## src/tmrc_pkg.sv

```systemverilog
// shared constants, types and state encoding of the offset estimator
package tmrc_pkg;

   localparam int DATA_W      = 32;
   localparam int DEF_WINDOW  = 8;
   localparam int DEF_TRIM    = 1;

   typedef enum logic [3:0] {
      ST_IDLE,
      ST_LOAD_I,
      ST_PIVOT,
      ST_SCAN,
      ST_DRAIN,
      ST_ACCUM,
      ST_DIV_LOAD,
      ST_DIV,
      ST_FINISH
   } state_type;

   typedef struct packed {
      logic accept;
      logic pivot_load;
      logic rank_clear;
      logic cmp;
      logic accum;
      logic div_load;
      logic div_step;
      logic finish;
   } cmd_type;

   typedef struct packed {
      logic will_be_full;
      logic out_free;
   } status_type;

endpackage

```

## src/tmrc_if.sv

```systemverilog
// valid/ready channel interfaces for time responses and offset results
interface tmrc_req_if;
   import tmrc_pkg::*;
   logic                valid;
   logic                ready;
   logic [DATA_W-1:0]   local_now_ms;
   logic [DATA_W-1:0]   sent_time_ms;
   logic [DATA_W-1:0]   server_time_ms;

   modport source (output valid, local_now_ms, sent_time_ms, server_time_ms, input ready);
   modport sink (input valid, local_now_ms, sent_time_ms, server_time_ms, output ready);
endinterface

interface tmrc_rsp_if;
   import tmrc_pkg::*;
   logic                valid;
   logic                ready;
   logic [DATA_W-1:0]   server_delta_ms;
   logic [DATA_W-1:0]   mean_rtt_ms;
   logic                window_full;

   modport source (output valid, server_delta_ms, mean_rtt_ms, window_full, input ready);
   modport sink (input valid, server_delta_ms, mean_rtt_ms, window_full, output ready);
endinterface

```

## src/tmrc_ctrl.sv

```systemverilog
// sequencer: rank scan over the window, reciprocal divide, result hand-off
module tmrc_ctrl #(
   parameter int WINDOW        = tmrc_pkg::DEF_WINDOW,
   parameter int TRIM_PER_SIDE = tmrc_pkg::DEF_TRIM
) (
   input  logic                          clock,
   input  logic                          reset,
   input  logic                          req_valid,
   output logic                          req_ready,
   input  tmrc_pkg::status_type          status,
   output tmrc_pkg::cmd_type             cmd,
   output logic [$clog2(WINDOW)-1:0]     rd_addr,
   output logic [$clog2(WINDOW)-1:0]     pivot_idx
);
   import tmrc_pkg::*;

   localparam int  IDX_W     = $clog2(WINDOW);
   localparam int  SUM_W     = DATA_W + $clog2(WINDOW);
   localparam bit  KEPT_ZERO = (2 * TRIM_PER_SIDE >= WINDOW);
   localparam int  KEPT_NZ   = KEPT_ZERO ? 1 : WINDOW - 2 * TRIM_PER_SIDE;
   // one step per 16-bit slice of the reciprocal
   localparam int  MUL_STEPS = (SUM_W + $clog2(KEPT_NZ) + 16) / 16;
   localparam int  CNT_W     = $clog2(MUL_STEPS);
   localparam logic [IDX_W-1:0] LAST_IDX = IDX_W'(WINDOW - 1);
   localparam logic [CNT_W-1:0] LAST_CNT = CNT_W'(MUL_STEPS - 1);

   state_type         state_ff, state_in;
   logic [IDX_W-1:0]  i_ff, i_in;
   logic [IDX_W-1:0]  j_ff, j_in;
   logic [CNT_W-1:0]  cnt_ff, cnt_in;

   always_ff @(posedge clock) begin
      if (reset) begin
         state_ff <= ST_IDLE;
      end else begin
         state_ff <= state_in;
      end
      i_ff   <= i_in;
      j_ff   <= j_in;
      cnt_ff <= cnt_in;
   end

   // next state
   always_comb begin
      state_in = state_ff;
      case (state_ff)
         ST_IDLE: begin
            if (req_valid) begin
               state_in = (status.will_be_full && !KEPT_ZERO) ? ST_LOAD_I : ST_FINISH;
            end
         end
         ST_LOAD_I:   state_in = ST_PIVOT;
         ST_PIVOT:    state_in = ST_SCAN;
         ST_SCAN: begin
            if (j_ff == LAST_IDX) begin
               state_in = ST_DRAIN;
            end
         end
         ST_DRAIN:    state_in = ST_ACCUM;
         ST_ACCUM:    state_in = (i_ff == LAST_IDX) ? ST_DIV_LOAD : ST_LOAD_I;
         ST_DIV_LOAD: state_in = ST_DIV;
         ST_DIV: begin
            if (cnt_ff == LAST_CNT) begin
               state_in = ST_FINISH;
            end
         end
         ST_FINISH: begin
            if (status.out_free) begin
               state_in = ST_IDLE;
            end
         end
         default:     state_in = ST_IDLE;
      endcase
   end

   // commands and counters
   always_comb begin
      cmd       = '0;
      req_ready = 1'b0;
      rd_addr   = i_ff;
      i_in      = i_ff;
      j_in      = j_ff;
      cnt_in    = cnt_ff;
      case (state_ff)
         ST_IDLE: begin
            req_ready  = 1'b1;
            cmd.accept = req_valid;
            i_in       = '0;
         end
         ST_LOAD_I: begin
            rd_addr = i_ff;
         end
         ST_PIVOT: begin
            cmd.pivot_load = 1'b1;
            cmd.rank_clear = 1'b1;
            cmd.cmp        = 1'b1;
            rd_addr        = '0;
            j_in           = IDX_W'(1);
         end
         ST_SCAN: begin
            cmd.cmp = 1'b1;
            rd_addr = j_ff;
            j_in    = j_ff + IDX_W'(1);
         end
         ST_DRAIN: begin
         end
         ST_ACCUM: begin
            cmd.accum = 1'b1;
            i_in      = i_ff + IDX_W'(1);
         end
         ST_DIV_LOAD: begin
            cmd.div_load = 1'b1;
            cnt_in       = '0;
         end
         ST_DIV: begin
            cmd.div_step = 1'b1;
            cnt_in       = cnt_ff + CNT_W'(1);
         end
         ST_FINISH: begin
            cmd.finish = status.out_free;
         end
         default: begin
         end
      endcase
   end

   assign pivot_idx = i_ff;

endmodule

```

## src/tmrc_dp.sv

```systemverilog
// datapath: rtt ring memory, rank counter, trimmed sum, divider, result registers
module tmrc_dp #(
   parameter int WINDOW        = tmrc_pkg::DEF_WINDOW,
   parameter int TRIM_PER_SIDE = tmrc_pkg::DEF_TRIM
) (
   input  logic                              clock,
   input  logic                              reset,
   input  logic [tmrc_pkg::DATA_W-1:0]       local_now_ms,
   input  logic [tmrc_pkg::DATA_W-1:0]       sent_time_ms,
   input  logic [tmrc_pkg::DATA_W-1:0]       server_time_ms,
   input  tmrc_pkg::cmd_type                 cmd,
   input  logic [$clog2(WINDOW)-1:0]         rd_addr,
   input  logic [$clog2(WINDOW)-1:0]         pivot_idx,
   output tmrc_pkg::status_type              status,
   tmrc_rsp_if.source                        rsp_if
);
   import tmrc_pkg::*;

   localparam int  IDX_W     = $clog2(WINDOW);
   localparam int  FILL_W    = $clog2(WINDOW + 1);
   localparam int  SUM_W     = DATA_W + $clog2(WINDOW);
   localparam bit  KEPT_ZERO = (2 * TRIM_PER_SIDE >= WINDOW);
   localparam int  KEPT_NZ   = KEPT_ZERO ? 1 : WINDOW - 2 * TRIM_PER_SIDE;
   localparam int  CW        = $clog2(WINDOW + TRIM_PER_SIDE + 1);
   localparam int  HI_INT    = KEPT_ZERO ? 0 : WINDOW - TRIM_PER_SIDE;
   // floor(sum / kept) = floor(sum * RECIP / 2^SH) for every sum below 2^SUM_W
   localparam int  SH        = SUM_W + $clog2(KEPT_NZ);
   localparam int  MUL_STEPS = (SH + 16) / 16;
   localparam int  RW        = 16 * MUL_STEPS;
   localparam int  ACC_W     = SUM_W + 16;
   localparam int  QSH       = SH - 16 * (MUL_STEPS - 1);
   localparam logic [63:0]       RECIP_64 = ((64'd1 << SH) + 64'(KEPT_NZ - 1)) / 64'(KEPT_NZ);
   localparam logic [RW-1:0]     RECIP    = RW'(RECIP_64);
   localparam logic [CW-1:0]     RANK_LO  = CW'(TRIM_PER_SIDE);
   localparam logic [CW-1:0]     RANK_HI  = CW'(HI_INT);
   localparam logic [IDX_W-1:0]  LAST_IDX = IDX_W'(WINDOW - 1);
   localparam logic [FILL_W-1:0] FULL_M1  = FILL_W'(WINDOW - 1);
   localparam logic [FILL_W-1:0] FULL_CNT = FILL_W'(WINDOW);

   logic [DATA_W-1:0]  mem [WINDOW];

   logic [IDX_W-1:0]   slot_ff;
   logic [FILL_W-1:0]  fill_ff;
   logic [DATA_W-1:0]  rd_data_ff;
   logic               cmp_ff;
   logic [IDX_W-1:0]   cmp_idx_ff;
   logic [DATA_W-1:0]  pivot_ff;
   logic [IDX_W-1:0]   pivot_idx_ff;
   logic [IDX_W-1:0]   rank_ff;
   logic [SUM_W-1:0]   sum_ff;
   logic [RW-1:0]      recip_ff;
   logic [ACC_W-1:0]   acc_ff, acc_in;
   logic [DATA_W-1:0]  rtt_ff;
   logic [DATA_W-1:0]  base_ff;
   logic               full_ff;
   logic               rsp_valid_ff, rsp_valid_in;
   logic [DATA_W-1:0]  delta_ff, delta_in;
   logic [DATA_W-1:0]  mean_ff, mean_in;
   logic               wfull_ff;

   logic [DATA_W-1:0]  rtt;
   logic               below;
   logic               keep;
   logic [ACC_W-1:0]   partial;

   assign rtt = local_now_ms - sent_time_ms;

   assign status.will_be_full = (fill_ff >= FULL_M1);
   assign status.out_free     = !rsp_valid_ff || rsp_if.ready;

   // stable rank: smaller value, or equal value at a lower slot
   assign below = (rd_data_ff < pivot_ff) ||
                  ((rd_data_ff == pivot_ff) && (cmp_idx_ff < pivot_idx_ff));
   assign keep  = ({{(CW-IDX_W){1'b0}}, rank_ff} >= RANK_LO) &&
                  ({{(CW-IDX_W){1'b0}}, rank_ff} <  RANK_HI);

   // reciprocal multiply, low 16-bit slice first, dropping 16 low bits per step
   assign partial = ACC_W'(sum_ff) * ACC_W'(recip_ff[15:0]);
   assign acc_in  = (acc_ff >> 16) + partial;

   always_comb begin
      if (!full_ff) begin
         mean_in = rtt_ff;
      end else if (KEPT_ZERO) begin
         mean_in = '0;
      end else begin
         mean_in = acc_ff[QSH +: DATA_W];
      end
      delta_in = base_ff - {1'b0, mean_in[DATA_W-1:1]};
   end

   always_comb begin
      rsp_valid_in = rsp_valid_ff;
      if (cmd.finish) begin
         rsp_valid_in = 1'b1;
      end else if (rsp_if.ready) begin
         rsp_valid_in = 1'b0;
      end
   end

   always_ff @(posedge clock) begin
      if (cmd.accept) begin
         mem[slot_ff] <= rtt;
      end
      rd_data_ff <= mem[rd_addr];
   end

   always_ff @(posedge clock) begin
      if (reset) begin
         slot_ff      <= '0;
         fill_ff      <= '0;
         cmp_ff       <= 1'b0;
         rsp_valid_ff <= 1'b0;
      end else begin
         cmp_ff       <= cmd.cmp;
         rsp_valid_ff <= rsp_valid_in;
         if (cmd.accept) begin
            slot_ff <= (slot_ff == LAST_IDX) ? '0 : slot_ff + IDX_W'(1);
            if (fill_ff != FULL_CNT) begin
               fill_ff <= fill_ff + FILL_W'(1);
            end
         end
      end
   end

   always_ff @(posedge clock) begin
      cmp_idx_ff <= rd_addr;
      if (cmd.accept) begin
         rtt_ff  <= rtt;
         base_ff <= server_time_ms - sent_time_ms;
         full_ff <= status.will_be_full;
         sum_ff  <= '0;
      end
      if (cmd.pivot_load) begin
         pivot_ff     <= rd_data_ff;
         pivot_idx_ff <= pivot_idx;
      end
      if (cmd.rank_clear) begin
         rank_ff <= '0;
      end else if (cmp_ff && below) begin
         rank_ff <= rank_ff + IDX_W'(1);
      end
      if (cmd.accum && keep) begin
         sum_ff <= sum_ff + {{(SUM_W-DATA_W){1'b0}}, pivot_ff};
      end
      if (cmd.div_load) begin
         recip_ff <= RECIP;
         acc_ff   <= '0;
      end else if (cmd.div_step) begin
         recip_ff <= recip_ff >> 16;
         acc_ff   <= acc_in;
      end
      if (cmd.finish) begin
         delta_ff <= delta_in;
         mean_ff  <= mean_in;
         wfull_ff <= full_ff;
      end
   end

   assign rsp_if.valid           = rsp_valid_ff;
   assign rsp_if.server_delta_ms = delta_ff;
   assign rsp_if.mean_rtt_ms     = mean_ff;
   assign rsp_if.window_full     = wfull_ff;

endmodule

```

## src/trimmed_mean_rtt_clock_offset_top.sv

```systemverilog
// Trimmed-mean RTT clock offset estimator, top level.
// req_if carries one time response per transfer: local arrival time, echoed
// send time and server time, all in ms. rsp_if returns one result per
// response: server_delta_ms, mean_rtt_ms and window_full.
// The block takes one response at a time; req_if.ready is high only while
// it is idle. While the RTT window is not yet full the result goes straight
// to the output register. Once full, every slot is ranked against all others
// through the single read port of the window memory, then the kept sum is
// divided by a reciprocal multiply that takes 16 bits of the reciprocal per
// cycle before the result goes to the output register. With all entries
// trimmed, the mean of a full window is 0 and the rank scan and the divide
// are skipped.
// The result sits in an output register: a new response is accepted while
// it waits, but that response's result holds back until rsp_if.ready takes
// the previous one. Synchronous reset empties the window and drops any
// pending result; window contents are not cleared.
module trimmed_mean_rtt_clock_offset_top #(
   parameter int WINDOW        = tmrc_pkg::DEF_WINDOW,
   parameter int TRIM_PER_SIDE = tmrc_pkg::DEF_TRIM
) (
   input  logic         clock,
   input  logic         reset,
   tmrc_req_if.sink     req_if,
   tmrc_rsp_if.source   rsp_if
);
   import tmrc_pkg::*;

   localparam int IDX_W = $clog2(WINDOW);

   cmd_type            cmd;
   status_type         status;
   logic [IDX_W-1:0]   rd_addr;
   logic [IDX_W-1:0]   pivot_idx;
   logic               req_ready;

   assign req_if.ready = req_ready;

   tmrc_ctrl #(
      .WINDOW        (WINDOW),
      .TRIM_PER_SIDE (TRIM_PER_SIDE)
   ) u_ctrl (
      .clock     (clock),
      .reset     (reset),
      .req_valid (req_if.valid),
      .req_ready (req_ready),
      .status    (status),
      .cmd       (cmd),
      .rd_addr   (rd_addr),
      .pivot_idx (pivot_idx)
   );

   tmrc_dp #(
      .WINDOW        (WINDOW),
      .TRIM_PER_SIDE (TRIM_PER_SIDE)
   ) u_dp (
      .clock          (clock),
      .reset          (reset),
      .local_now_ms   (req_if.local_now_ms),
      .sent_time_ms   (req_if.sent_time_ms),
      .server_time_ms (req_if.server_time_ms),
      .cmd            (cmd),
      .rd_addr        (rd_addr),
      .pivot_idx      (pivot_idx),
      .status         (status),
      .rsp_if         (rsp_if)
   );

endmodule

```

## src/flat_wrapper.sv

```systemverilog
// flat-port wrapper written by rule: the top's interface ports become plain ports
module trimmed_mean_rtt_clock_offset_top_flat import tmrc_pkg::*;
#(
   parameter int WINDOW        = tmrc_pkg::DEF_WINDOW,
   parameter int TRIM_PER_SIDE = tmrc_pkg::DEF_TRIM
)
  (clock, reset, req_if_valid, req_if_local_now_ms, req_if_sent_time_ms, req_if_server_time_ms, req_if_ready, rsp_if_valid, rsp_if_server_delta_ms, rsp_if_mean_rtt_ms, rsp_if_window_full, rsp_if_ready);
  tmrc_req_if req_if_i ();
  tmrc_rsp_if rsp_if_i ();
  input  logic clock;
  input  logic reset;
  input wire logic [$bits(req_if_i.valid)-1:0] req_if_valid;
  input wire logic [$bits(req_if_i.local_now_ms)-1:0] req_if_local_now_ms;
  input wire logic [$bits(req_if_i.sent_time_ms)-1:0] req_if_sent_time_ms;
  input wire logic [$bits(req_if_i.server_time_ms)-1:0] req_if_server_time_ms;
  output wire logic [$bits(req_if_i.ready)-1:0] req_if_ready;
  output wire logic [$bits(rsp_if_i.valid)-1:0] rsp_if_valid;
  output wire logic [$bits(rsp_if_i.server_delta_ms)-1:0] rsp_if_server_delta_ms;
  output wire logic [$bits(rsp_if_i.mean_rtt_ms)-1:0] rsp_if_mean_rtt_ms;
  output wire logic [$bits(rsp_if_i.window_full)-1:0] rsp_if_window_full;
  input wire logic [$bits(rsp_if_i.ready)-1:0] rsp_if_ready;
  assign req_if_i.valid = req_if_valid;
  assign req_if_i.local_now_ms = req_if_local_now_ms;
  assign req_if_i.sent_time_ms = req_if_sent_time_ms;
  assign req_if_i.server_time_ms = req_if_server_time_ms;
  assign req_if_ready = req_if_i.ready;
  assign rsp_if_valid = rsp_if_i.valid;
  assign rsp_if_server_delta_ms = rsp_if_i.server_delta_ms;
  assign rsp_if_mean_rtt_ms = rsp_if_i.mean_rtt_ms;
  assign rsp_if_window_full = rsp_if_i.window_full;
  assign rsp_if_i.ready = rsp_if_ready;
  trimmed_mean_rtt_clock_offset_top #(.WINDOW(WINDOW), .TRIM_PER_SIDE(TRIM_PER_SIDE)) u_core (.clock(clock), .reset(reset), .req_if(req_if_i), .rsp_if(rsp_if_i));
endmodule
```

## config.mk

```make
export PLATFORM = sky130hd
export DESIGN_NAME = trimmed_mean_rtt_clock_offset_top_flat
export DESIGN_NICKNAME = d
export VERILOG_FILES = /design/src/tmrc_pkg.sv /design/src/tmrc_if.sv /design/src/tmrc_ctrl.sv /design/src/tmrc_dp.sv /design/src/trimmed_mean_rtt_clock_offset_top.sv /design/src/flat_wrapper.sv
export SDC_FILE = /design/constraint.sdc
export NUM_CORES = 2
export LEC_CHECK = 0
export BUFFER_PORTS_ARGS = -buffer_cell sky130_fd_sc_hd__buf_4
export CAP_MARGIN = 20
export CELL_PAD_IN_SITES_DETAIL_PLACEMENT = 1
export CELL_PAD_IN_SITES_GLOBAL_PLACEMENT = 1
export CORE_UTILIZATION = 30
export CTS_BUF_LIST = sky130_fd_sc_hd__clkbuf_4 sky130_fd_sc_hd__clkbuf_8
export DETAILED_ROUTE_END_ITERATION = 10
export PLACE_DENSITY = 0.55
export SLEW_MARGIN = 20
export SYNTH_ARGS = -nofsm -noshare
export SYNTH_HDL_FRONTEND = slang
export SYNTH_SLANG_ARGS = --single-unit
```

## constraint.sdc

```tcl
create_clock -name clock -period 15.6 [get_ports clock]
set_clock_uncertainty 0.1 [all_clocks]
set_input_delay 3.12 -clock clock [delete_from_list [all_inputs] [get_ports clock]]
set_output_delay 3.12 -clock clock [all_outputs]
set_load 0.01 [all_outputs]
```

=== Yosys cells after proc, flatten, opt, wreduce, memory -nomap -nowiden ===
Memories as Yosys holds them, arrays and structs flattened. A register that Yosys moved wholly into a read port is not among the register bits.
Cells that the tools add are included.

* Add/sub/neg operators: 11
* Multiply operators: 1
* Order comparisons: 5
* Equality and inequality tests: 18
* Multiplexer cells: 27
* Reductions and logical operators: 16

{| class="wikitable"
|+ Operator list
! cell !! number
|-
| $mux 35 || 2
|-
| $sub 32x32->32 || 2
|-
| $add 35x51->51 || 1
|-
| $mul 35x16->51 || 1
|-
| $pmux 4 s9 || 1
|-
| $add 35x32->35 || 1
|-
| $eq 32x32->1 || 1
|-
| $lt 32x32->1 || 1
|-
| $mux 32 || 1
|-
| $sub 32x31->32 || 1
|-
| $mux 4 || 5
|-
| $pmux 3 s2 || 3
|-
| $eq 4x3->1 const B || 4
|-
| $add 3x1->3 const B || 4
|-
| $mux 1 || 11
|-
| $reduce_bool 2->1 || 5
|-
| $eq 3x3->1 const B || 3
|-
| $eq 4x2->1 const B || 2
|-
| $ne 2x2->1 const B || 4
|-
| $mux 3 || 2
|-
| $add 4x1->4 const B || 1
|-
| $eq 4x1->1 const B || 1
|-
| $eq 4x4->1 const B || 1
|-
| $ge 4x3->1 const B || 1
|-
| 15 further kinds || 19
|}

* Bits in registers: 297
* Memory bits (writable): 256
* Logic and storage cells: 100
* Memories kept: 1

{| class="wikitable"
|+ Memories
! memory !! words !! bits a word !! rd ports !! clocked after Yosys merged registers in !! write ports !! RTL line !! text
|-
| u_core.u_dp.mem || 8 || 32 || 1 || 1 || 1 || tmrc_dp.sv:40 || <nowiki>logic [DATA_W-1:0] mem [WINDOW];</nowiki>
|}

=== Logic depth before layout (Yosys ltp) ===
* Word-level depth: 4
* Mapped depth: 27
* Depth with buffers taken out: 25

=== Cells and area by module ===
From an unflattened synthesis, not the netlist that was laid out.

* Cells, all modules: 3354
* Area, all modules: 38739.7 µm²

{| class="wikitable"
|+ By module, submodules not included
! module !! instances !! cells an instance !! area an instance (µm²)
|-
| tmrc_dp || 1 || 3277 || 37981.4
|-
| tmrc_ctrl || 1 || 77 || 758.2
|}

=== Least setup slack after synthesis ===
Ideal clock, no wire load.

* Path type: input -> register
* From: in req_if_valid
* To: mem u_core.u_dp.mem[4][0], enable pin
* Library setup time: 0.461 ns
* Arrival time: 7.123 ns
* Data required time: 15.039 ns
* Setup slack: 7.916 ns
* Cell stages on the path: 4
* Buffers on the path: 0
* Cell sequence: nand2_1 > inv_1 > nand2_1 > nor3_1

{| class="wikitable"
|+ RTL lines
! item !! RTL line !! text
|-
| from (decl) || flat_wrapper.sv:12 || <nowiki>input wire logic [$bits(req_if_i.valid)-1:0] req_if_valid;</nowiki>
|-
| to (decl) || tmrc_dp.sv:40 ||
|}

==> results.toml <==
[run_status]
status = "complete, no violations"

[detailed_routing]
wl_um = 122000
drt_iter0_markers = 1587
vias = 27600
viasPerCell = 4.73
route.antenna.remaining_nets = 0
drt_first_pass_iters = 4
wl_per_cell_um = 20.9
drc = 0

[worst_setup_path]
crit_fanout = 61
worstPathCellList = "buf_4 -> and2_1 -> ha_1 -> ha_1 -> inv_1 -> fa_1 -> inv_1 -> fa_1 -> fa_1 -> inv_1 -> fa_1 -> inv_1 -> ha_1 -> nand3_1 -> o211ai_1 -> o41a_1 -> or3_1 -> o211ai_1 -> o21ai_0 -> a21oi_1 -> o221ai_1 -> xnor2_1 -> o22ai_1"
slowest_stage = "fa_1"
critPathArrivalTime_ns = 7.71
crit_family = "adder cells"
required_ns = 16.08
path_buf_inv = 5
crit_path_max_incr_delay_ns = 0.52
start_kind = "register"
cp-end-kind = "register"
setup.worst_path.class = "register to register"

[synth]
syn_avg_cell_area_um2 = 10.3
synth.cell_area_um2 = 39100
ys_seq_area_frac = 0.407
ys_async_sr_fraction = 0
synth_flop_cell = "edfxtp_1"
synthTopCellsByArea = "edfxtp_1 36%, ha_1 13%, fa_1 12%"
synthDistinctLibCells = 76
synth_edf_count = 464
synth-seq-cells = 563
synth_area_leader_cell = "edfxtp_1"
yosys_warnings = 0
yosysTopAreaCellShare = 0.357
synthCells = 3795
syn-num-nets = 4526

[die]
io_pins = 167
initial_utilization = 0.302
die_area_um2 = 132000
core_um2 = 129000
die_w_um = 363
placement_rows = 132
die_h_um = 363

[global_routing]
gr-usage-all-layers = 0.185
grt_pass1_vias = 29100
grt_overflow = 0
grt_max_degree = 69
antenna_found_initial = 9
grt_pass1_wl_um = 184000

[final_layout]
drive_gt1_frac = 0.105
fillers = 14600
nNetsFinal = 4728
syn_to_final_growth_pct = 14.2

[clocking]
clk_pin_slew_worst_paths_ns = 0.06
holdBufCountCts = 0
cts_made_buffers = 102
postCtsSetupRepairBufs = 0
cts_max_level = 3
cts_buffer_depth = 3
cts_root_buf = "clkbuf_8"
clock_sinks = 563
worstSkewPairLatency_ns = 0.76
cts_resized = 0
cts_tree = "built"

[sta]
finalSetupViolCount = 0
setup_tns_ns = 0
min_period_ns = 7.24
min_period_over_period = 0.464
tightest_slew_ns = 1.16
drv_slew = 0
slew_headroom = 0.226
fmax_mhz = 138
hold-worst-slack_ns = 0.330
fin_ws_ns = 8.36
rsz0062_at_grt = "false"
finalHoldViolCount = 0

[placement]
place_congestion = 0.829
dp_hpwl_um = 93700
pre_cts_ws_ns = 8.43
place.port_buffers = 166

[pwr]
pwr_density_cell_nw_per_um2 = 191
p_leak_nw = 20.3
ir_drop_uv = 204

[run]
cap_violations = 0

[min_path]
hold_class = "register to register"
sequential cells by signal, summed over array words and instances, names as in the netlist:
| register | count |
|---|---|
| u_core.u_ctrl.cnt_ff | 2 |
| u_core.u_ctrl.j_ff | 3 |
| u_core.u_ctrl.pivot_idx | 3 |
| u_core.u_ctrl.state_ff | 4 |
| u_core.u_dp.acc_ff | 45 |
| u_core.u_dp.base_ff | 32 |
| u_core.u_dp.cmp_ff | 1 |
| u_core.u_dp.cmp_idx_ff | 3 |
| u_core.u_dp.fill_ff | 4 |
| u_core.u_dp.full_ff | 1 |
| u_core.u_dp.mem | 256 |
| u_core.u_dp.pivot_ff | 32 |
| u_core.u_dp.pivot_idx_ff | 3 |
| u_core.u_dp.rank_ff | 3 |
| u_core.u_dp.rd_data_ff | 32 |
| u_core.u_dp.recip_ff | 3 |
| u_core.u_dp.rsp_if.mean_rtt_ms | 32 |
| u_core.u_dp.rsp_if.server_delta_ms | 32 |
| u_core.u_dp.rsp_if.valid | 1 |
| u_core.u_dp.rsp_if.window_full | 1 |
| u_core.u_dp.rtt_ff | 32 |
| u_core.u_dp.slot_ff | 3 |
| u_core.u_dp.sum_ff | 35 |
final cells by class:
type	instances	area, um2	share of cell area
tap	1742	2180	0.0489
sequential	563	15900	0.357
clock buffer	156	1840	0.0413
antenna	3	7.51	0.000168
timing repair buffer	201	1510	0.0338
inverter	616	2320	0.0519
multi-input combinational	2513	20600	0.461
clock inverter	37	287	0.00642
where the power goes:
| part | switching, mW | total, mW | internal (mW) | leakage (nW) |
|---|---|---|---|---|
| clock | 0.675 | 1.47 | 0.795 | 1.14 |
| sequential | 0.103 | 1.91 | 1.81 | 5.11 |
| combinational | 3.26 | 5.15 | 1.89 | 14.0 |
| total | 4.04 | 8.53 | 4.49 | 20.3 |
cell usage in the layout, fill, tap and decap left out, types with 33 or more instances in the layout:
cell type	synthesis	layout
inv_1	614	611
edfxtp_1	464	464
nand2_1	437	437
ha_1	392	392
fa_1	239	239
nand3_1	201	201
buf_4	0	201
a21oi_1	173	172
nor2_1	153	148
xnor2_1	128	125
o21ai_0	123	123
a21o_1	107	107
clkbuf_8	0	107
dfxtp_1	99	99
and2_1	73	72
xor2_1	61	60
clkbuf_4	0	49
and3_1	38	38
mux2i_1	33	33
layer usage:
layer,global-route usage,vias up,wire length [um]
met5,0,-,0
met4,0.0351,0,1870
met3,0.0197,127,3630
met2,0.293,421,55000
met1,0.271,13800,61600
li1,-,13300,-
Yosys cell counts (8+ instances only):
cell and number:
or3_1 8, o22ai_1 28, xnor2_1 128, nor3b_1 8, nand4_1 21, ha_1 392
a21oi_1 173, a211oi_1 13, and3_1 38, nor2_1 153, inv_1 614, o21bai_1 15
o21a_1 30, nand2b_1 26, a41oi_1 8, a31oi_1 17, nor3_1 37, nand2_1 437
nand3_1 201, fa_1 239, a21o_1 107, clkbuf_1 93, xor2_1 61, o31ai_1 9
o21ai_0 123, buf_1 9, dfxtp_1 99, nor2b_1 28, mux2i_1 33, and2_1 73
edfxtp_1 464
worst paths after layout:
kind,startpoint,end,slack [ns],cells after the start
worst max register to register,u_core.u_dp.recip_ff[19],u_core.u_dp.acc_ff[44],8.36,23
worst max-delay path,u_core.u_dp.recip_ff[19],u_core.u_dp.acc_ff[44],8.36,23
worst min register to register,u_core.u_dp.rd_data_ff[0],u_core.u_dp.pivot_ff[0],0.33,0
worst min-delay path,u_core.u_dp.rd_data_ff[0],u_core.u_dp.pivot_ff[0],0.33,0
stage by stage:
stage	utilization	total power, mW	area, um2	std cells
after global routing	0.345	9.14	44600	5830
after floorplan	-	5.29	39100	3795
after global placement	0.328	7.08	42400	5635
after CTS	0.345	8.62	44600	5828
after detailed placement	0.328	7.10	42500	5635
final	0.345	8.53	44600	5831
logic make-up (layout without fill, tap and decap cells):
| family | after synthesis | after routing | share of synthesized area |
|---|---|---|---|
| compound gates | 597 | 597 | 0.0980 |
| xor+xnor | 189 | 189 | 0.0424 |
| fa+ha+maj | 631 | 631 | 0.248 |
| buf+inv | 719 | 1010 | 0.0693 |
| flops | 563 | 563 | 0.407 |
| mux | 35 | 35 | 0.00903 |
| other cells | 0 | 3 | 0 |
| simple gates | 1061 | 1061 | 0.126 |
Note: power is estimated with default switching activity, not from simulation.
